[config.mk]
export PLATFORM = sky130hd
export DESIGN_NAME = fed_mac
export DESIGN_NICKNAME = d
export VERILOG_FILES = /design/src/hw/rtl/fed_pkg.sv /design/src/hw/rtl/fed_mac.sv
export SDC_FILE = /design/constraint.sdc
export NUM_CORES = 1
export LEC_CHECK = 0
export BUFFER_PORTS_ARGS = -buffer_cell sky130_fd_sc_hd__clkbuf_2
export CAP_MARGIN = 20
export CORE_MARGIN = 4
export CORE_UTILIZATION = 50
export DETAILED_ROUTE_END_ITERATION = 12
export PLACE_DENSITY = 0.69
export SYNTH_ARGS = -nofsm -noshare
export SYNTH_HDL_FRONTEND = slang
export SYNTH_SLANG_ARGS = --single-unit
[constraint.sdc]
create_clock -name vclk -period 10.35
set_input_delay 0.5175 -clock vclk [all_inputs]
set_output_delay 0.5175 -clock vclk [all_outputs]
set_load 0.02 [all_outputs]
[src/hw/rtl/fed_pkg.sv]
`default_nettype none

package fed_pkg;

  // Delay store geometry and sample format
  localparam int unsigned DEPTH       = 32768;
  localparam int unsigned ADDR_W      = $clog2(DEPTH);
  localparam int unsigned SAMPLE_BITS = 16;

  // Register widths and reset values
  localparam int unsigned DELAY_W = 15;
  localparam int unsigned GAIN_W  = 16;
  localparam logic [DELAY_W-1:0] DELAY_RESET = DELAY_W'(16384);
  localparam logic [GAIN_W-1:0]  GAIN_RESET  = GAIN_W'(16384);

  // Position within the buffer, saturating
  localparam int unsigned POS_W = 16;
  localparam logic [POS_W-1:0] POS_LIMIT = POS_W'(32768);

  // Q1.15 gain arithmetic
  localparam int unsigned FRAC  = 15;
  localparam int unsigned ACC_W = SAMPLE_BITS + GAIN_W + 2;

  // Configuration port
  localparam int unsigned CFG_IDX_W  = 1;
  localparam int unsigned CFG_DATA_W = 16;
  localparam logic [CFG_IDX_W-1:0] REG_DELAY = 1'b0;
  localparam logic [CFG_IDX_W-1:0] REG_GAIN  = 1'b1;

  typedef logic signed [SAMPLE_BITS-1:0] sample_t;

  // Per-beat control decided at accept time, used in the MAC stage
  typedef struct packed {
    logic active;     // echo term applies
    logic self_echo;  // zero delay: echo is the current input
    logic fwd;        // delay of one: echo is the previous result
  } s1_ctl_t;

endpackage

`default_nettype wire

[src/hw/rtl/fed_mac.sv]
`default_nettype none

module fed_mac (
  input  wire fed_pkg::s1_ctl_t     ctl_i,
  input  wire fed_pkg::sample_t     x_i,
  input  wire fed_pkg::sample_t     ram_echo_i,
  input  wire fed_pkg::sample_t     last_y_i,
  input  wire logic [fed_pkg::GAIN_W-1:0] gain_i,
  output fed_pkg::sample_t          y_o,
  output logic                      clip_o
);
  import fed_pkg::*;

  localparam logic signed [ACC_W-1:0] ROUND   = ACC_W'(1) <<< (FRAC - 1);
  localparam logic signed [ACC_W-1:0] SAT_MAX = ACC_W'({1'b0, {(SAMPLE_BITS-1){1'b1}}});
  localparam logic signed [ACC_W-1:0] SAT_MIN = -SAT_MAX - ACC_W'(1);

  sample_t                 echo;
  logic signed [ACC_W-1:0] x_w;
  logic signed [ACC_W-1:0] g_w;
  logic signed [ACC_W-1:0] e_w;
  logic signed [ACC_W-1:0] acc;
  logic signed [ACC_W-1:0] q;

  always_comb begin
    if (ctl_i.self_echo) begin
      echo = x_i;
    end else if (ctl_i.fwd) begin
      echo = last_y_i;
    end else begin
      echo = ram_echo_i;
    end

    x_w = ACC_W'(x_i);
    g_w = $signed(ACC_W'(gain_i));
    e_w = ACC_W'(echo);
    acc = (x_w <<< FRAC) + g_w * e_w + ROUND;
    q   = acc >>> FRAC;  // floor, so round half up overall

    y_o    = x_i;
    clip_o = 1'b0;
    if (ctl_i.active) begin
      if (q > SAT_MAX) begin
        y_o    = SAT_MAX[SAMPLE_BITS-1:0];
        clip_o = 1'b1;
      end else if (q < SAT_MIN) begin
        y_o    = SAT_MIN[SAMPLE_BITS-1:0];
        clip_o = 1'b1;
      end else begin
        y_o = q[SAMPLE_BITS-1:0];
      end
    end
  end

endmodule

`default_nettype wire

# After elaboration in Yosys (flattened, before gate mapping)
# Index checks and enable logic that the tools add are counted.
# W data, S select, Z words.
[op_classes] div=0 multipliers=1 n_eq_ne=0 shift=0 n_addsub=2 n_mux=8 reduce_logical=0 n_lt_le_gt_ge=2 n_bitwise=0
[ops] cell="$mux W16" count=5
[ops] cell="$add A31 B33 Y34" count=1
[ops] cell="$add A34 B16 Y34 const B" count=1
[ops] cell="$mul A17 B16 Y33" count=1
[ops] cell="$gt A19 B16 Y1 const B" count=1
[ops] cell="$lt A19 B16 Y1 const B" count=1
[ops] cell="$mux W1" count=3
[word_totals] mem_bits_ro=0 memories=0 output_inout_bits=17 latchBits=0 ff_bits=0 in_bits=67 ram_bits=0 wordCells=13

# Logic depth before layout (Yosys ltp)
# Gate-level depths: netlist of run 1.
[logic_depth] depth_word=9 depth_mapped=30 mapped_depth_nobuf=26

# Least setup slack after synthesis of run 1
# No wires, ideal clock.
[synth_timing] kind="input -> output" from="input ctl_i[0] (netlist name)" to="output y_o[11]" path_slack_ps=1885 stages=28 t_arrival_ps=7947 n_path_buf=4 t_required_ps=9833 cell_sequence="buf_4 buf_1 mux2i_1 o21ai_0 clkbuf_1 nand2_1 fa_1 inv_1 fa_1 inv_1 fa_1 inv_1 fa_1 fa_1 inv_1 fa_1 inv_1 ha_1 clkbuf_1 nand4_1 nor2_1 nand3_1 or4b_1 a32o_1 a41o_1 nor4_4 o21ai_2 o221ai_1"
[synth_via] elab_chain_cells=9 elab_cells_between_ends=10 classes_between="add/sub (2); mul (1); order compare (2); mux (5)"
[synth_lines] item="from (decl)" line="fed_mac.sv:4" text="input wire fed_pkg::s1_ctl_t ctl_i,"
[synth_lines] item="$mux W16 *" line="fed_mac.sv:28" text="end else if (ctl_i.fwd) begin"
[synth_lines] item="$mux W16 *" line="fed_mac.sv:26" text="if (ctl_i.self_echo) begin"
[synth_lines] item="$mul A17 B16 Y33 *" line="fed_mac.sv:37" text="acc = (x_w <<< FRAC) + g_w * e_w + ROUND;"
[synth_lines] item="$add A31 B33 Y34 *" line="fed_mac.sv:37"
[synth_lines] item="$add A34 B16 Y34 *" line="fed_mac.sv:37"
[synth_lines] item="$lt A19 B16 Y1" line="fed_mac.sv:46" text="end else if (q < SAT_MIN) begin"
[synth_lines] item="$mux W16" line="fed_mac.sv:46"
[synth_lines] item="$mux W16 *" line="fed_mac.sv:43" text="if (q > SAT_MAX) begin"
[synth_lines] item="$mux W16 *" line="fed_mac.sv:42" text="if (ctl_i.active) begin"
[synth_lines] item="to (decl)" line="fed_mac.sv:9" text="output fed_pkg::sample_t y_o,"
# Mark *: on every way between the ends. The rest lies on a longest branch, timed or not.

# Final worst setup path of run 1
# Same ends and word-level chain as after synthesis.

==> impl_metrics.json, run 1 <==
{
  "syn_inst": 1240,
  "grt_pass1_vias": 9001,
  "outcome": "finished, final reports clean",
  "startpoint_type": "input port",
  "slew_headroom_pct": 37.4,
  "post-cts-setup-buffers": 0,
  "synthXorXnorAreaFrac_pct": 1.20,
  "ios": 84,
  "hold_buffers": 0,
  "dieArea_um2": 22800,
  "synth_fp_nets": 1632,
  "synth.area.top_cells": "fa_1 (42%), ha_1 (14%), inv_1 (12%)",
  "nFlopsAndLatches": 0,
  "drv_cap": 0,
  "worstSetupPathType": "in -> out",
  "n_fill_cell": 1963,
  "worstPathMaxFanout": 16,
  "final.period_utilization_pct": 86.8,
  "rows": 52,
  "die_h_um": 151,
  "place_area_um2": 10900,
  "worst_slew_pin_slew_ns": 0.927,
  "initial_core_util_pct": 50.8,
  "yosysTopAreaCell": "fa_1",
  "grt_pass1_wl_um": 44300,
  "diodes": 0,
  "rsz0062_at_grt": "no",
  "setup_ws_ns": 1.37,
  "hp-class": "in -> out",
  "end_kind": "primary output",
  "stdcell_count": 1563,
  "seq_area_frac_synth_pct": 0,
  "synth_top_family_by_area": "adder cells",
  "finalHoldViolCount": 0,
  "period_needed_ns": 8.98,
  "clock_buffers": 0,
  "worstHoldStart": "x_i[7]",
  "cp.required_ns": 9.83,
  "areaGrowthSynthToFinish_pct": 6.94,
  "min_to": "y_o[7]",
  "coreArea_um2": 20200,
  "placed_cells": 1560,
  "antenna_found_initial": 0,
  "grt_max_degree": 24,
  "timing.final.max_slew_violations": 0,
  "synth_fa_ha_area_share_pct": 55.3,
  "grt_usage_pct": 24.4,
  "holdPathStages": 4,
  "gr-total-overflow": 0,
  "drt_iter0_drc": 412,
  "timing.fmax_mhz": 111,
  "fin_area_um2": 10900,
  "syn_area_um2": 10200,
  "synth-simple-area-share_pct": 18.4,
  "synth-compound-area-share_pct": 9.45,
  "vias_per_cell": 5.40,
  "synthDistinctLibCells": 59,
  "ant_nets": 0,
  "first_pass_iters": 5,
  "routed-via-count": 8434,
  "remaining_drc_errors": 0,
  "nNetsFinal": 1687,
  "dp_hpwl_um": 22600,
  "pre_cts_ws_ns": 0.946,
  "yosys.cell_count.top_type": "inv_1",
  "port_buffers": 84,
  "fin_tns_setup_ns": 0,
  "globalplace.congestion": 1.01,
  "postSynthAreaPerCell_um2": 8.26,
  "regArea_um2": 0,
  "wl_per_cell_um": 17.0,
  "synth_top_area_share_pct": 41.6,
  "die_width_um": 151,
  "post_route_cells_drive_above_1_share_pct": 9.90,
  "finalSetupViolations": 0,
  "arrival_ns": 8.46,
  "cts_resized": 0,
  "wirelength_um": 26500,
  "yosys_warnings": 0,
  "synth_common_cells": "inv_1 (318), fa_1 (213), nand2_1 (145), ha_1 (112), and2_1 (75)",
  "synthMuxAreaShare_pct": 2.00
}
-- worst max-delay path, stage by stage --
cell	delay, ns
clkbuf_2	0.50
mux2i_1	0.27
nor2_1	0.05
a21oi_1	0.29
buf_4	0.26
nor2_1	0.07
fa_1	0.49
inv_1	0.05
fa_1	0.47
inv_1	0.06
fa_1	0.46
fa_1	0.51
inv_1	0.06
fa_1	0.45
fa_1	0.49
inv_1	0.04
ha_1	0.43
nand4_1	0.17
nor2_1	0.38
nand3_1	0.15
or4b_1	0.52
a32o_1	0.27
a41o_1	0.25
nor4_4	0.40
o21ai_2	0.32
o221ai_1	0.30
clkbuf_2	0.21
-- worst max path at each step --
stage / startpoint / cells after the start / to
6_report: ctl_i[0] / 27 / y_o[11]
5_1_grt: ctl_i[0] / 27 / y_o[11]
4_1_cts: ctl_i[0] / 24 / y_o[11]
3_5_place_dp: ctl_i[0] / 23 / y_o[11]
3_3_place_gp: ctl_i[0] / 23 / y_o[0]
2_1_floorplan: ctl_i[0] / 28 / y_o[11]
-- cells by family (layout without fill, tap and decap cells) --
group,after synthesis,after routing
buffers and inverters,369,422
AO/OA/AOI/OAI,142,142
adder cells (fa/ha/maj),325,325
AND/OR/NAND/NOR,370,370
XOR/XNOR,14,14
multiplexers,20,20
-- final cells by class --
class,instances,area (um^2),share of cell area [%]
well taps,270,338,3.09
multi-input cells,871,8840,80.7
inverters,318,1190,10.9
repair buffers,104,578,5.28
-- per-stage QoR --
step                      hold WS (ns)  util, %
after global routing              1.48     54.3
final                             1.45     54.3
after detailed placement          1.45     54.1
after global placement            1.46     54.1
after floorplan                   1.20        -
after CTS                         1.45     54.1
-- per-layer routing --
| layer | up-vias | wire [um] | global-route usage [%] |
|---|---|---|---|
| li1 | 3879 | - | - |
| met5 | - | 0 | 0 |
| met4 | 0 | 1050 | 7.57 |
| met3 | 55 | 1290 | 1.68 |
| met2 | 258 | 13000 | 42.4 |
| met1 | 4242 | 11200 | 32.8 |
-- cells in the final DEF, fill, tap and decap left out, drive strengths merged, types with 5 or more instances in the layout --
master	synthesis	routed
or2	6	6
a211oi	5	5
nor2b	55	55
nor2	25	25
inv	318	318
o21ai	34	34
nand2	145	145
fa	213	213
nand4	7	7
o211ai	7	7
nand3	19	19
nor3	11	11
xor2	6	6
ha	112	112
o21a	6	6
a21oi	41	41
xnor2	8	8
nand2b	12	12
mux2i	19	19
buf	5	20
and2	75	75
clkbuf	46	84
o21bai	5	5
o22ai	12	12
Power of run 1 is not shown: default switching activity piles up to over one toggle a cycle in this logic, so the estimate is an artifact.
==> inputs of run 2 (changes only) <==
- CORE_MARGIN: 4 -> 8
- RECOVER_POWER: unset -> 25
==> impl_metrics.json, run 2 (synthesized netlist as in run 1, its figures left out) <==
{
  "ios": 84,
  "post-cts-setup-buffers": 0,
  "grt_pass1_vias": 9173,
  "remaining_drc_errors": 0,
  "placed_cells": 1562,
  "vias_per_cell": 5.37,
  "hp-class": "in -> out",
  "slew_headroom_pct": 14.7,
  "outcome": "finished, final reports clean",
  "areaGrowthSynthToFinish_pct": 6.77,
  "nNetsFinal": 1686,
  "globalplace.congestion": 0.919,
  "timing.fmax_mhz": 106,
  "die_h_um": 159,
  "gr-total-overflow": 0,
  "arrival_ns": 8.90,
  "regArea_um2": 0,
  "drt_iter0_drc": 464,
  "final_common_cell": "inv_1",
  "worstSetupPathType": "in -> out",
  "fin_tns_setup_ns": 0,
  "nFlopsAndLatches": 0,
  "worst_slew_pin_slew_ns": 1.28,
  "antenna_found_initial": 0,
  "grt_pass1_wl_um": 45200,
  "routed-via-count": 8383,
  "final.period_utilization_pct": 91.0,
  "grt_max_degree": 33,
  "drv_cap": 0,
  "worstPathMaxFanout": 16,
  "hold_buffers": 0,
  "end_kind": "primary output",
  "initial_core_util_pct": 50.8,
  "coreArea_um2": 20200,
  "rows": 52,
  "diodes": 0,
  "clock_buffers": 0,
  "ant_nets": 0,
  "wirelength_um": 26900,
  "timing.final.max_slew_violations": 0,
  "cts_resized": 0,
  "n_fill_cell": 1939,
  "dp_hpwl_um": 23000,
  "rsz0062_at_grt": "no",
  "stdcell_count": 1562,
  "post_route_cells_drive_above_1_share_pct": 9.67,
  "finalHoldViolCount": 0,
  "period_needed_ns": 9.42,
  "die_width_um": 159,
  "layout_common_cells": "inv_1 (318), fa_1 (213), nand2_1 (145), ha_1 (112), clkbuf_2 (82)",
  "finalSetupViolations": 0,
  "port_buffers": 84,
  "cp.required_ns": 9.83,
  "first_pass_iters": 7,
  "dieArea_um2": 25300,
  "multiInputGateArea_um2": 8840,
  "startpoint_type": "input port",
  "wl_per_cell_um": 17.2,
  "grt_usage_pct": 21.5
}
run 2: path summary, 6_finish.rpt:
kind  startpoint       to  slack [ns]  cells past startpoint
max     ctl_i[0]  y_o[11]        0.93                     28
min       x_i[6]   y_o[6]        1.47                      4
run 2: area by class of cell:
class / instances / area share [%]
multi-input cells: 871 / 80.9
inverters: 318 / 10.9
repair buffers: 103 / 5.13
well taps: 270 / 3.09
run 2: layer usage:
metal	global-route usage [%]	vias to the layer above	wire, um
met2	39.0	263	13900
met1	27.2	4201	11000
met3	1.71	45	1310
li1	-	3874	-
met4	5.40	0	677
met5	0	-	0
run 2: critical path, stage by stage:
cell	delay, ns
clkbuf_1	0.91
mux2i_1	0.19
nor2_1	0.13
a21oi_1	0.07
buf_4	0.22
or2_2	0.29
fa_1	0.49
inv_1	0.05
fa_1	0.48
inv_1	0.05
fa_1	0.47
inv_1	0.05
fa_1	0.46
fa_1	0.49
inv_1	0.05
fa_1	0.47
inv_1	0.04
ha_1	0.45
nand4_1	0.18
nor2_1	0.40
nand3_1	0.16
or4b_1	0.54
a32o_1	0.28
a41o_1	0.25
nor4_4	0.37
o21ai_2	0.32
o221ai_1	0.27
clkbuf_2	0.20
run 2: per-stage QoR:
stage               utilization, %  setup slack (ns)  hold slack, ns  area (um^2)
floorplan                        -              1.89            1.20        10200
global placement              54.2              1.57            1.46        10900
detailed placement            54.2              1.50            1.46        10900
CTS                           54.2              1.49            1.46        10900
global route                  54.2             0.589            1.48        10900
finish                        54.2             0.930            1.47        10900
Power of run 2 is left out for the same reason.
==> inputs of run 3 (changes only) <==
- ABC_AREA: unset -> 1
==> impl_metrics.json, run 3 <==
{
  "yosysTopAreaCell": "fa_1",
  "outcome": "finished, final reports clean",
  "clock_buffers": 0,
  "worstSetupPathType": "in -> out",
  "ios": 84,
  "startpoint_type": "input port",
  "nNetsFinal": 1805,
  "coreArea_um2": 19600,
  "end_kind": "primary output",
  "die_h_um": 158,
  "grt_usage_pct": 23.5,
  "wl_per_cell_um": 16.9,
  "first_pass_iters": 5,
  "period_needed_ns": 9.17,
  "syn_inst": 1356,
  "die_width_um": 158,
  "diodes": 0,
  "arrival_ns": 8.66,
  "endpoint": "y_o[10]",
  "cp_slowest_cell": "o21ai_0",
  "wirelength_um": 28400,
  "cp_common_cell": "nand2_1",
  "synth_fp_nets": 1748,
  "cts_resized": 0,
  "hold_buffers": 0,
  "timing.final.max_slew_violations": 0,
  "port_buffers": 84,
  "finalHoldViolCount": 0,
  "nFlopsAndLatches": 0,
  "drt_iter0_drc": 497,
  "globalplace.congestion": 0.964,
  "rsz0062_at_grt": "no",
  "grt_pass1_vias": 9106,
  "post-cts-setup-buffers": 0,
  "grt_pass1_wl_um": 45400,
  "worst_slew_pin_slew_ns": 1.30,
  "cp.required_ns": 9.83,
  "synth.area.top_cells": "fa_1 (43%), ha_1 (14%), inv_1 (13%)",
  "final_common_cell": "inv_1",
  "max_stage_delay_ns": 1.17,
  "critPathLaunch": "ctl_i[1]",
  "hp-class": "in -> out",
  "remaining_drc_errors": 0,
  "n_fill_cell": 2006,
  "wl_met2_um": 14100,
  "fin_util_pct": 54.3,
  "final.period_utilization_pct": 88.6,
  "yosys_warnings": 0,
  "dr.max_layer_used": "met4",
  "ant_nets": 0,
  "wl_met1_um": 11200,
  "fin_tns_setup_ns": 0,
  "worstPathMaxFanout": 30,
  "timing.fmax_mhz": 109,
  "regArea_um2": 0,
  "synthDistinctLibCells": 38,
  "routed-via-count": 8734,
  "syn_area_um2": 10000,
  "synth_top_area_share_pct": 42.6,
  "synth_common_cells": "inv_1 (351), nand2_1 (296), fa_1 (213), nor2_1 (163), ha_1 (112)",
  "gr-total-overflow": 0,
  "met3_length_um": 1970,
  "initial_core_util_pct": 51.1,
  "grt_max_degree": 31,
  "areaGrowthSynthToFinish_pct": 6.26,
  "seq_area_frac_synth_pct": 0,
  "dp_hpwl_um": 24900,
  "setup_ws_ns": 1.18,
  "finalSetupViolations": 0,
  "post_route_cells_drive_above_1_share_pct": 8.65,
  "layout_common_cells": "inv_1 (351), nand2_1 (297), fa_1 (213), nor2_1 (163), ha_1 (112)",
  "drv_cap": 0,
  "antenna_found_initial": 0,
  "pre_cts_ws_ns": 1.64,
  "vias_per_cell": 5.21,
  "yosys.cell_count.top_type": "inv_1",
  "postSynthAreaPerCell_um2": 7.38,
  "slew_headroom_pct": 12.1,
  "rows": 51,
  "dieArea_um2": 24800
}
## run 3: cell types whose count changed in the layout (fill, tap and decap cells not counted), moves of 20 or more
cell     change
nand2_1    +152
and2_1      -75
nor2b_1     -55
inv_1       +33
nor2_1     +138
nand2_2     +20
## run 3: worst min-delay path by stage
stage           start     end  slack [ns]  cells past startpoint
2_1_floorplan  x_i[0]  y_o[0]        1.21                      2
6_report       x_i[1]  y_o[1]        1.37                      4
3_3_place_gp   x_i[0]  y_o[0]        1.38                      4
3_5_place_dp   x_i[0]  y_o[0]        1.38                      4
4_1_cts        x_i[0]  y_o[0]        1.38                      4
5_1_grt        x_i[1]  y_o[1]        1.39                      4
## run 3: critical path: cells and delay by family
kind / cells / cell delay, ns
buf+inv: 8 / 1.60
fa+ha+maj: 7 / 3.37
compound gates: 1 / 1.17
simple gates: 14 / 2.00
## run 3: final cells by class
class / instances / area [um^2] / area share [%]
multi-input cells: 959 / 8470 / 79.7
inverters: 361 / 1360 / 12.8
well taps: 265 / 332 / 3.12
repair buffers: 91 / 472 / 4.43
## run 3: stage by stage
| stage | hold slack, ns | area, um^2 | instances |
|---|---|---|---|
| after detailed placement | 1.38 | 10600 | 1676 |
| final | 1.37 | 10600 | 1676 |
| after floorplan | 1.21 | 10000 | 1356 |
| after global routing | 1.39 | 10600 | 1676 |
| after CTS | 1.38 | 10600 | 1676 |
| after global placement | 1.38 | 10600 | 1676 |
## run 3: cell families after synthesis
kind of cell	count (synthesis)	share of synthesized area, %
AO/OA/AOI/OAI	90	5.01
XOR/XNOR	16	1.40
adder cells (fa/ha/maj)	325	56.6
buffers and inverters	397	15.3
AND/OR/NAND/NOR	528	21.7
## run 3: metal layers
metal	track usage, %	vias to the layer above
li1	-	4058
met1	29.8	4259
met2	41.1	336
met3	2.30	81
met4	8.16	0
met5	0	-
Power of run 3 is left out for the same reason.
